### config.mk
export PLATFORM = sky130hd
export DESIGN_NAME = base58_decoder
export DESIGN_NICKNAME = d
export VERILOG_FILES = /design/src/design/b58d_pkg.sv /design/src/design/base58_decoder.sv /design/src/design/b58d_ram.sv /design/src/design/b58d_front.sv /design/src/design/b58d_back.sv
export SDC_FILE = /design/constraint.sdc
export NUM_CORES = 1
export LEC_CHECK = 0
export BUFFER_PORTS_ARGS = -buffer_cell sky130_fd_sc_hd__buf_2
export CAP_MARGIN = 20
export CORE_MARGIN = 1.5
export CORE_UTILIZATION = 35
export DETAILED_ROUTE_END_ITERATION = 10
export GPL_TIMING_DRIVEN = 0
export PLACE_DENSITY_LB_ADDON = 0.08
export SYNTH_ARGS = -nofsm -noshare
export SYNTH_HDL_FRONTEND = slang
export SYNTH_SLANG_ARGS = --single-unit
### constraint.sdc
create_clock -name aclk -period 10 [get_ports aclk]
set_input_delay 1 -clock aclk [delete_from_list [all_inputs] [get_ports aclk]]
set_output_delay 1 -clock aclk [all_outputs]
set_load 0.03 [all_outputs]
### src/design/b58d_pkg.sv
package b58d_pkg;

    localparam int MAX_BYTES_DEF = 64;
    localparam logic [6:0] OUT_SIZE_RST = 7'd25;
    localparam logic [6:0] ONES_MAX = 7'd127;
    localparam logic [7:0] CHAR_ONE = 8'h31;

    typedef enum logic [1:0] {
        ST_OK       = 2'd0,
        ST_INVALID  = 2'd1,
        ST_OVERFLOW = 2'd2,
        ST_ONES     = 2'd3
    } status_t;

    // Queue entry passed from the classifier to the arithmetic engine.
    typedef struct packed {
        logic       is_one;   // leading '1' inside the leading run
        logic       valid_d;  // character maps to a digit
        logic [5:0] digit;
        logic       last;
    } cmd_t;

    typedef enum logic [2:0] {
        BK_IDLE,
        BK_FOLD,
        BK_SCAN,
        BK_EMIT,
        BK_CLEAR
    } bk_state_t;

    // Base58 digit value of a character; bit 6 set when not in the alphabet.
    function automatic logic [6:0] char_digit(input logic [7:0] ch);
        logic [6:0] r;
        r = 7'h40;
        if (ch >= 8'h31 && ch <= 8'h39) r = 7'(ch - 8'h31);
        else if (ch >= 8'h41 && ch <= 8'h48) r = 7'(ch - 8'h41 + 8'd9);
        else if (ch >= 8'h4a && ch <= 8'h4e) r = 7'(ch - 8'h4a + 8'd17);
        else if (ch >= 8'h50 && ch <= 8'h5a) r = 7'(ch - 8'h50 + 8'd22);
        else if (ch >= 8'h61 && ch <= 8'h6b) r = 7'(ch - 8'h61 + 8'd33);
        else if (ch >= 8'h6d && ch <= 8'h7a) r = 7'(ch - 8'h6d + 8'd44);
        return r;
    endfunction

endpackage

### src/design/base58_decoder.sv
// Channel  | Direction | Signals
// s_       | in        | s_valid, s_ready, s_digit_char, s_last_char
// m_       | out       | m_valid, m_ready, m_out_byte, m_last_out, m_decoded_length, m_status
// cfg_     | in        | cfg_valid, cfg_ready, cfg_data (out_size)
//
// A character inside the leading run of '1's, an invalid one, or one that
// follows an error does not touch the accumulator. Any other character folds
// into the accumulator memory one byte at a time over all MAX_BYTES bytes
// (read, then multiply-add and write-back).
// The final character adds, when no error is pending, a scan of out_size bytes
// (clamped to 1..MAX_BYTES), then the result transactions, which wait while
// m_ready is low; with an error pending, a single error transaction instead.
// Then a pass clears the accumulator. After reset the same clearing pass runs
// before the engine takes its first character. A two-entry queue lets the
// classifier accept while the engine is busy.
module base58_decoder #(
    parameter int MAX_BYTES = b58d_pkg::MAX_BYTES_DEF
) (
    input  logic       aclk,
    input  logic       aresetn,
    input  logic       s_valid,
    output logic       s_ready,
    input  logic [7:0] s_digit_char,
    input  logic       s_last_char,
    output logic       m_valid,
    input  logic       m_ready,
    output logic [7:0] m_out_byte,
    output logic       m_last_out,
    output logic [6:0] m_decoded_length,
    output logic [1:0] m_status,
    input  logic       cfg_valid,
    output logic       cfg_ready,
    input  logic [6:0] cfg_data
);

    logic [6:0]     out_size_reg;
    logic           q_valid, q_ready;
    b58d_pkg::cmd_t q_cmd;

    // The register is always writable.
    assign cfg_ready = 1'b1;

    always_ff @(posedge aclk) begin
        if (!aresetn) begin
            out_size_reg <= b58d_pkg::OUT_SIZE_RST;
        end else if (cfg_valid) begin
            out_size_reg <= cfg_data;
        end
    end

    b58d_front u_front (
        .aclk         (aclk),
        .aresetn      (aresetn),
        .s_valid      (s_valid),
        .s_ready      (s_ready),
        .s_digit_char (s_digit_char),
        .s_last_char  (s_last_char),
        .q_valid      (q_valid),
        .q_ready      (q_ready),
        .q_cmd        (q_cmd)
    );

    b58d_back #(.MAX_BYTES(MAX_BYTES)) u_back (
        .aclk             (aclk),
        .aresetn          (aresetn),
        .out_size         (out_size_reg),
        .q_valid          (q_valid),
        .q_ready          (q_ready),
        .q_cmd            (q_cmd),
        .m_valid          (m_valid),
        .m_ready          (m_ready),
        .m_out_byte       (m_out_byte),
        .m_last_out       (m_last_out),
        .m_decoded_length (m_decoded_length),
        .m_status         (m_status)
    );

    // An error transaction is always the only and final one of its string.
    a_err_last: assert property (@(posedge aclk) disable iff (!aresetn)
        m_valid && m_status != b58d_pkg::ST_OK |-> m_last_out && m_out_byte == 8'd0)
        else $error("error transaction not final");

    // A stalled result holds its data.
    a_hold: assert property (@(posedge aclk) disable iff (!aresetn)
        $past(m_valid && !m_ready) |-> m_valid && $stable(m_out_byte))
        else $error("result changed while stalled");

    // An error transaction carries a length of zero.
    a_err_len: assert property (@(posedge aclk) disable iff (!aresetn)
        m_valid && m_status != b58d_pkg::ST_OK |-> m_decoded_length == 7'd0)
        else $error("error transaction with length");

endmodule

### src/design/b58d_ram.sv
module b58d_ram #(
    parameter int WIDTH = 8,
    parameter int DEPTH = 64
) (
    input  logic                     aclk,
    input  logic                     we,
    input  logic [$clog2(DEPTH)-1:0] waddr,
    input  logic [WIDTH-1:0]         wdata,
    input  logic [$clog2(DEPTH)-1:0] raddr,
    output logic [WIDTH-1:0]         rdata
);

    logic [WIDTH-1:0] mem [DEPTH];

    always_ff @(posedge aclk) begin
        if (we) begin
            mem[waddr] <= wdata;
        end
        rdata <= mem[raddr];
    end

endmodule

### src/design/b58d_front.sv
module b58d_front (
    input  logic                aclk,
    input  logic                aresetn,
    input  logic                s_valid,
    output logic                s_ready,
    input  logic [7:0]          s_digit_char,
    input  logic                s_last_char,
    output logic                q_valid,
    input  logic                q_ready,
    output b58d_pkg::cmd_t      q_cmd
);

    // Two-entry queue; classification happens on the way in.
    b58d_pkg::cmd_t mem_reg [2];
    logic [1:0] cnt_reg, cnt_next;
    logic       wr_reg, rd_reg;
    logic       run_reg;
    logic [6:0] dg;
    logic       push, pop;
    b58d_pkg::cmd_t c;

    assign s_ready = (cnt_reg != 2'd2);
    assign push = s_valid && s_ready;
    assign q_valid = (cnt_reg != 2'd0);
    assign pop = q_valid && q_ready;
    assign q_cmd = mem_reg[rd_reg];

    always_comb begin
        dg = b58d_pkg::char_digit(s_digit_char);
        c.is_one = run_reg && (s_digit_char == b58d_pkg::CHAR_ONE);
        c.valid_d = !dg[6];
        c.digit = dg[5:0];
        c.last = s_last_char;
        cnt_next = cnt_reg + {1'b0, push} - {1'b0, pop};
    end

    always_ff @(posedge aclk) begin
        if (!aresetn) begin
            cnt_reg <= '0;
            wr_reg <= 1'b0;
            rd_reg <= 1'b0;
            run_reg <= 1'b1;
        end else begin
            cnt_reg <= cnt_next;
            if (push) begin
                wr_reg <= !wr_reg;
                run_reg <= s_last_char ? 1'b1 : c.is_one;
            end
            if (pop) begin
                rd_reg <= !rd_reg;
            end
        end
        if (push) begin
            mem_reg[wr_reg] <= c;
        end
    end

endmodule

### src/design/b58d_back.sv
module b58d_back #(
    parameter int MAX_BYTES = b58d_pkg::MAX_BYTES_DEF
) (
    input  logic           aclk,
    input  logic           aresetn,
    input  logic [6:0]     out_size,
    input  logic           q_valid,
    output logic           q_ready,
    input  b58d_pkg::cmd_t q_cmd,
    output logic           m_valid,
    input  logic           m_ready,
    output logic [7:0]     m_out_byte,
    output logic           m_last_out,
    output logic [6:0]     m_decoded_length,
    output logic [1:0]     m_status
);

    localparam int AW = (MAX_BYTES > 1) ? $clog2(MAX_BYTES) : 1;
    localparam int RD = (MAX_BYTES > 1) ? MAX_BYTES : 2;

    b58d_pkg::bk_state_t state_reg, state_next;
    b58d_pkg::cmd_t      cmd_reg, cmd_next;
    logic [AW:0]  idx_reg, idx_next;
    logic [7:0]   carry_reg, carry_next;
    logic         high_reg, high_next;
    logic         lead_reg, lead_next;     // all bytes so far in scan were zero
    logic [6:0]   zeros_reg, zeros_next;
    logic [6:0]   ones_reg, ones_next;
    logic [1:0]   err_reg, err_next;
    logic [6:0]   n_reg, n_next;
    logic [6:0]   len_reg, len_next;
    logic         rpend_reg, rpend_next;   // read data valid for idx_reg

    logic         ob_valid_reg, ob_valid_next;
    logic [7:0]   ob_byte_reg, ob_byte_next;
    logic         ob_last_reg, ob_last_next;
    logic [6:0]   ob_len_reg, ob_len_next;
    logic [1:0]   ob_st_reg, ob_st_next;

    logic          we;
    logic [AW-1:0] waddr, raddr;
    logic [7:0]    wdata, rdata;
    logic [13:0]   prod;
    logic [6:0]    nsz;

    b58d_ram #(.WIDTH(8), .DEPTH(RD)) u_acc (
        .aclk  (aclk),
        .we    (we),
        .waddr (waddr),
        .wdata (wdata),
        .raddr (raddr),
        .rdata (rdata)
    );

    assign m_valid = ob_valid_reg;
    assign m_out_byte = ob_byte_reg;
    assign m_last_out = ob_last_reg;
    assign m_decoded_length = ob_len_reg;
    assign m_status = ob_st_reg;
    assign prod = {6'd0, rdata} * 14'd58 + {6'd0, carry_reg};

    always_comb begin
        nsz = out_size;
        if (nsz == 7'd0) nsz = 7'd1;
        if (nsz > 7'(MAX_BYTES)) nsz = 7'(MAX_BYTES);
    end

    always_comb begin
        state_next = state_reg;
        cmd_next = cmd_reg;
        idx_next = idx_reg;
        carry_next = carry_reg;
        high_next = high_reg;
        lead_next = lead_reg;
        zeros_next = zeros_reg;
        ones_next = ones_reg;
        err_next = err_reg;
        n_next = n_reg;
        len_next = len_reg;
        rpend_next = 1'b0;
        ob_valid_next = ob_valid_reg && !m_ready;
        ob_byte_next = ob_byte_reg;
        ob_last_next = ob_last_reg;
        ob_len_next = ob_len_reg;
        ob_st_next = ob_st_reg;
        q_ready = 1'b0;
        we = 1'b0;
        waddr = idx_reg[AW-1:0];
        wdata = '0;
        raddr = idx_reg[AW-1:0];
        case (state_reg)
            b58d_pkg::BK_IDLE: begin
                q_ready = 1'b1;
                n_next = nsz;
                if (q_valid) begin
                    cmd_next = q_cmd;
                    idx_next = '0;
                    if (q_cmd.is_one) begin
                        if (ones_reg != b58d_pkg::ONES_MAX) ones_next = ones_reg + 7'd1;
                        state_next = q_cmd.last ? b58d_pkg::BK_SCAN : b58d_pkg::BK_IDLE;
                    end else if (err_reg != b58d_pkg::ST_OK) begin
                        state_next = q_cmd.last ? b58d_pkg::BK_SCAN : b58d_pkg::BK_IDLE;
                    end else if (!q_cmd.valid_d) begin
                        err_next = b58d_pkg::ST_INVALID;
                        state_next = q_cmd.last ? b58d_pkg::BK_SCAN : b58d_pkg::BK_IDLE;
                    end else begin
                        carry_next = {2'b00, q_cmd.digit};
                        high_next = 1'b0;
                        state_next = b58d_pkg::BK_FOLD;
                    end
                    if (q_cmd.last) begin
                        idx_next = {1'b0, AW'(nsz - 7'd1)};
                        zeros_next = '0;
                        lead_next = 1'b1;
                    end
                    if (state_next == b58d_pkg::BK_FOLD) idx_next = '0;
                end
            end
            b58d_pkg::BK_FOLD: begin
                // Each byte is read, then multiplied-added and written back.
                if (!rpend_reg) begin
                    rpend_next = 1'b1;
                end else begin
                    we = 1'b1;
                    wdata = prod[7:0];
                    carry_next = {2'b00, prod[13:8]};
                    if ({1'b0, idx_reg} >= {1'b0, n_reg} && prod[7:0] != 8'd0)
                        high_next = 1'b1;
                    if (idx_reg == (AW+1)'(MAX_BYTES - 1)) begin
                        if (prod[13:8] != 6'd0 || high_next) err_next = b58d_pkg::ST_OVERFLOW;
                        if (cmd_reg.last) begin
                            idx_next = {1'b0, AW'(n_reg - 7'd1)};
                            zeros_next = '0;
                            lead_next = 1'b1;
                            state_next = b58d_pkg::BK_SCAN;
                        end else begin
                            state_next = b58d_pkg::BK_IDLE;
                        end
                    end else begin
                        idx_next = idx_reg + (AW+1)'(1);
                    end
                end
            end
            b58d_pkg::BK_SCAN: begin
                // Count leading zero bytes from the top down, or emit the pending error.
                if (err_reg != b58d_pkg::ST_OK) begin
                    if (!ob_valid_next) begin
                        ob_valid_next = 1'b1;
                        ob_byte_next = '0;
                        ob_last_next = 1'b1;
                        ob_len_next = '0;
                        ob_st_next = err_reg;
                        idx_next = '0;
                        state_next = b58d_pkg::BK_CLEAR;
                    end
                end else if (!rpend_reg) begin
                    rpend_next = 1'b1;
                end else begin
                    if (lead_reg && rdata == 8'd0) zeros_next = zeros_reg + 7'd1;
                    else lead_next = 1'b0;
                    if (idx_reg == '0) begin
                        if (lead_reg && rdata == 8'd0) begin
                            len_next = ones_reg;
                        end else begin
                            len_next = n_reg - zeros_next + ones_reg;
                            if (ones_reg > zeros_next) err_next = b58d_pkg::ST_ONES;
                        end
                        idx_next = {1'b0, AW'(n_reg - 7'd1)};
                        state_next = b58d_pkg::BK_EMIT;
                    end else begin
                        idx_next = idx_reg - (AW+1)'(1);
                    end
                end
            end
            b58d_pkg::BK_EMIT: begin
                if (err_reg != b58d_pkg::ST_OK) begin
                    state_next = b58d_pkg::BK_SCAN;
                end else if (!rpend_reg) begin
                    rpend_next = 1'b1;
                end else if (!ob_valid_next) begin
                    ob_valid_next = 1'b1;
                    ob_byte_next = rdata;
                    ob_last_next = (idx_reg == '0);
                    ob_len_next = len_reg;
                    ob_st_next = b58d_pkg::ST_OK;
                    if (idx_reg == '0) begin
                        state_next = b58d_pkg::BK_CLEAR;
                    end else begin
                        idx_next = idx_reg - (AW+1)'(1);
                    end
                end else begin
                    rpend_next = 1'b1;
                end
            end
            b58d_pkg::BK_CLEAR: begin
                we = 1'b1;
                wdata = '0;
                if (idx_reg == (AW+1)'(MAX_BYTES - 1)) begin
                    ones_next = '0;
                    err_next = b58d_pkg::ST_OK;
                    state_next = b58d_pkg::BK_IDLE;
                end else begin
                    idx_next = idx_reg + (AW+1)'(1);
                end
            end
            default: state_next = b58d_pkg::BK_IDLE;
        endcase
        if (state_reg == b58d_pkg::BK_EMIT && state_next == b58d_pkg::BK_CLEAR) idx_next = '0;
    end

    always_ff @(posedge aclk) begin
        if (!aresetn) begin
            state_reg <= b58d_pkg::BK_CLEAR;
            idx_reg <= '0;
            ones_reg <= '0;
            err_reg <= b58d_pkg::ST_OK;
            rpend_reg <= 1'b0;
            ob_valid_reg <= 1'b0;
        end else begin
            state_reg <= state_next;
            idx_reg <= idx_next;
            ones_reg <= ones_next;
            err_reg <= err_next;
            rpend_reg <= rpend_next;
            ob_valid_reg <= ob_valid_next;
        end
        cmd_reg <= cmd_next;
        carry_reg <= carry_next;
        high_reg <= high_next;
        lead_reg <= lead_next;
        zeros_reg <= zeros_next;
        n_reg <= n_next;
        len_reg <= len_next;
        ob_byte_reg <= ob_byte_next;
        ob_last_reg <= ob_last_next;
        ob_len_reg <= ob_len_next;
        ob_st_reg <= ob_st_next;
    end

endmodule

==> metrics.csv <==
stage,metric,value,unit
status,outcome,completed,
routing,drtPass1Iterations,5,
die,ios,42,
clock_tree,cts_tree,yes,
power,seqPwrFrac,38.8,%
routing,vias_per_cell,5.73,
power,power_frac_comb,23.9,%
synthesis,ys_warn_count,0,
sta,max_slew.worst_pin.slew,1230,ps
clock_tree,insertion_delay,630,ps
synthesis,yosysTopAreaCell,edfxtp_1,
clock_tree,clock_sinks,620,
die,coreArea,74800,sq um
power,p_int,5150,uW
critical_path,crit_chain,clkbuf_1 -> nand2_1 -> nor2_1 -> clkbuf_1 -> buf_1 -> nand2_1 -> nor2_1,
sta,post-route-worst-setup-slack,5030,ps
sta,rsz0062_at_grt,false,
sta,finClkSkew,21.9,ps
clock_tree,ctsRootBufferMaster,clkbuf_16,
critical_path,path_buf_inv,3,
cells_and_area,regArea,18200,sq um
place,place_ws,5130,ps
synthesis,ys_top_cells_by_area,"edfxtp_1 65%, a22oi_1 6.8%, ha_1 3.5%",
sta,relSlewSlack,17.9,%
sta,tns,0,ps
synthesis,post-synth-top-count-cell,edfxtp_1,
place,place.gp.congestion,0.844,
synthesis,ys_top_cells_by_count,"578 x edfxtp_1, 239 x a22oi_1, 145 x nor2_1, 82 x clkbuf_1, 78 x nand2_1",
global_routing,gr-total-overflow,0,
power,leakagePower,0.0108,uW
sta,setup_violations,0,
cells_and_area,drive_above_1_share,11.0,%
power,ir_drop,0.220,mV
synthesis,synthFlopType,edfxtp_1,
routing,drtAntennaViolNets,0,
synthesis,avgSynthCellArea,14.3,sq um
synthesis,synthArstFlopShare,0,%
clock_tree,cts_buffers,70,
synthesis,synth_edf_count,578,
clock_tree,hold_buffers,0,
routing,drt_wl_total,89400,um
synthesis,synthCells,1864,
global_routing,grt_usage,23.1,%
die,die_h,279,um
place,io_buffers,39,
critical_path,worstSetupPathType,reg -> reg,
sta,period_needed,4970,ps
power,power_density,239,nW/um^2
critical_path,arrival,5200,ps
cells_and_area,fill_cells,6911,
synthesis,synth_top_area_share,65.3,%
critical_path,startpoint_type,register,
synthesis,syn-num-nets,1977,
power,swShare,30.4,%
cells_and_area,syn2layout_area_growth,16.7,%
cells_and_area,diodes,0,
die,die_area,77600,sq um
synthesis,synth-seq-area-share,68.5,%
clock_tree,clk_pin_slew_worst_paths,60,ps
global_routing,antenna_found_initial,0,
sta,hold_violations,0,
die,initial_core_util,35.5,%
job,maxCapViolCount,0,
clock_tree,ctsResizeCount,0,
clock_tree,cts_setup_buffers,0,
power,clkPwrFrac,37.3,%
cells_and_area,nNetsFinal,2123,
die,die_x,279,um
critical_path,cp-end-kind,register,
routing,drt_iter0_markers,1724,
critical_path,cpMaxStageDelayCell,nor2_1,
sta,final.period_utilization,49.7,%
clock_tree,cts-htree-levels,3,
critical_path,critPathTopFamily,simple AND/OR/NAND/NOR gates,
power,p_switching,2250,uW
critical_path,cp.required,10230,ps
routing,routedWlPerCell,29.5,um
power,total_power,7400,uW
cells_and_area,largest_reg_flops,512,
critical_path,cpPeakStageDelay,1080,ps
sta,fmax,201,MHz
sta,hold_slack,490,ps
global_routing,grt_pass1_wl,127000,um
hold_path,hold_path.class,reg -> reg,
critical_path,worstPathMaxFanout,10,
synthesis,ys_ff_latch,620,
global_routing,grt_start_max_net_pins,49,
place,hpwl,62400,um
sta,slew_violations,0,
global_routing,grt_pass1_vias,17400,
synthesis,netlist_area,26600,sq um
die,row_count,100,
synthesis,ys_types,87,
cells_and_area,multi_input_area,7810,sq um
routing,drc,0,
clock_tree,clk_path_buf_depth,3,
routing,num_vias,17400,
[cell families (layout without fill, tap and decap cells)]
family	Yosys count	after routing	synth area share (%)
and+or+nand+nor	408	408	7.59
other	1	1	0.0141
adders and majority gates	92	92	4.84
AOI/OAI and AO/OA	512	512	14.3
xor gates and xnor gates	49	49	1.71
muxes	19	19	0.720
DFF	620	620	68.5
buffers and inverters	163	367	2.34
[tightest hold or removal path, cell delays in order (launching register included)]
cell and delay [ps]:
dfxtp_1 300, o21ai_0 60, nand3_1 70
[cell type report]
class                      instances  area share [%]
tap                              969            3.91
multi-input combinational       1081            25.2
clock inverter                    46            1.84
sequential                       620            58.7
inverter                          62           0.750
timing repair buffer              74            2.30
clock buffer                      84            6.12
buffer                           101            1.25
[power groups by stage]
stage	Combinational [uW]	Sequential, uW	Clock (uW)
floorplan	1300	2920	0
finish	1760	2870	2760
global route	1960	2880	2880
global placement	1710	2930	0
CTS	1790	2880	2790
detailed placement	1780	2930	0
[path summary, 6_finish.rpt]
check	end	slack (ps)	depth (start not counted)	start
setup reg to reg	u_back.u_acc.mem[7][7]$_DFFE_PP_	5030	7	u_back.idx_reg[2]$_SDFFE_PP0P_
setup / recovery	u_back.u_acc.mem[7][7]$_DFFE_PP_	5030	7	u_back.idx_reg[2]$_SDFFE_PP0P_
hold / removal	u_front.run_reg$_SDFFE_PN1P_	490	2	u_front.run_reg$_SDFFE_PN1P_
hold reg to reg	u_front.run_reg$_SDFFE_PN1P_	490	2	u_front.run_reg$_SDFFE_PN1P_
[routing by layer]
metal / vias to the layer above / share of wire [%] / track usage (%)
met2: 622 / 48 / 38.4
met3: 131 / 6.4 / 4.37
met5: - / 0 / 0
met4: 0 / 2.9 / 6.87
li1: 7686 / - / -
met1: 8978 / 43 / 30.6
[cell usage in the layout, fill, tap and decap left out, types with 11 or more instances in the layout]
cell type and count:
nand3_1 22, o21ai_0 34, ha_1 74, edfxtp_1 578
fa_1 18, nor2b_1 18, a22oi_1 239, clkinv_2 11
a21o_1 12, a41oi_1 47, buf_1 13, a21oi_1 54
clkbuf_1 90, nor4_1 18, and3_1 27, a221oi_1 14
and2_1 14, xor2_1 20, dfxtp_1 42, xnor2_1 27
nand2_1 78, inv_1 61, bufinv_16 11, a22o_1 15
a31oi_1 16, clkinv_1 15, mux2i_1 18, nor3_1 18
buf_2 47, clkbuf_16 73, buf_8 17, nand4_1 17
nor2_1 140
[through the flow]
stage,util [%],instances,cell area (sq um)
final,41.5,3037,31000
after global routing,41.5,3037,31000
after CTS,41.4,3035,31000
after detailed placement,38.1,2905,28500
after global placement,37.4,2872,28000
after floorplan,-,1864,26600
No activity file was read; power rests on OpenSTA's default activity.
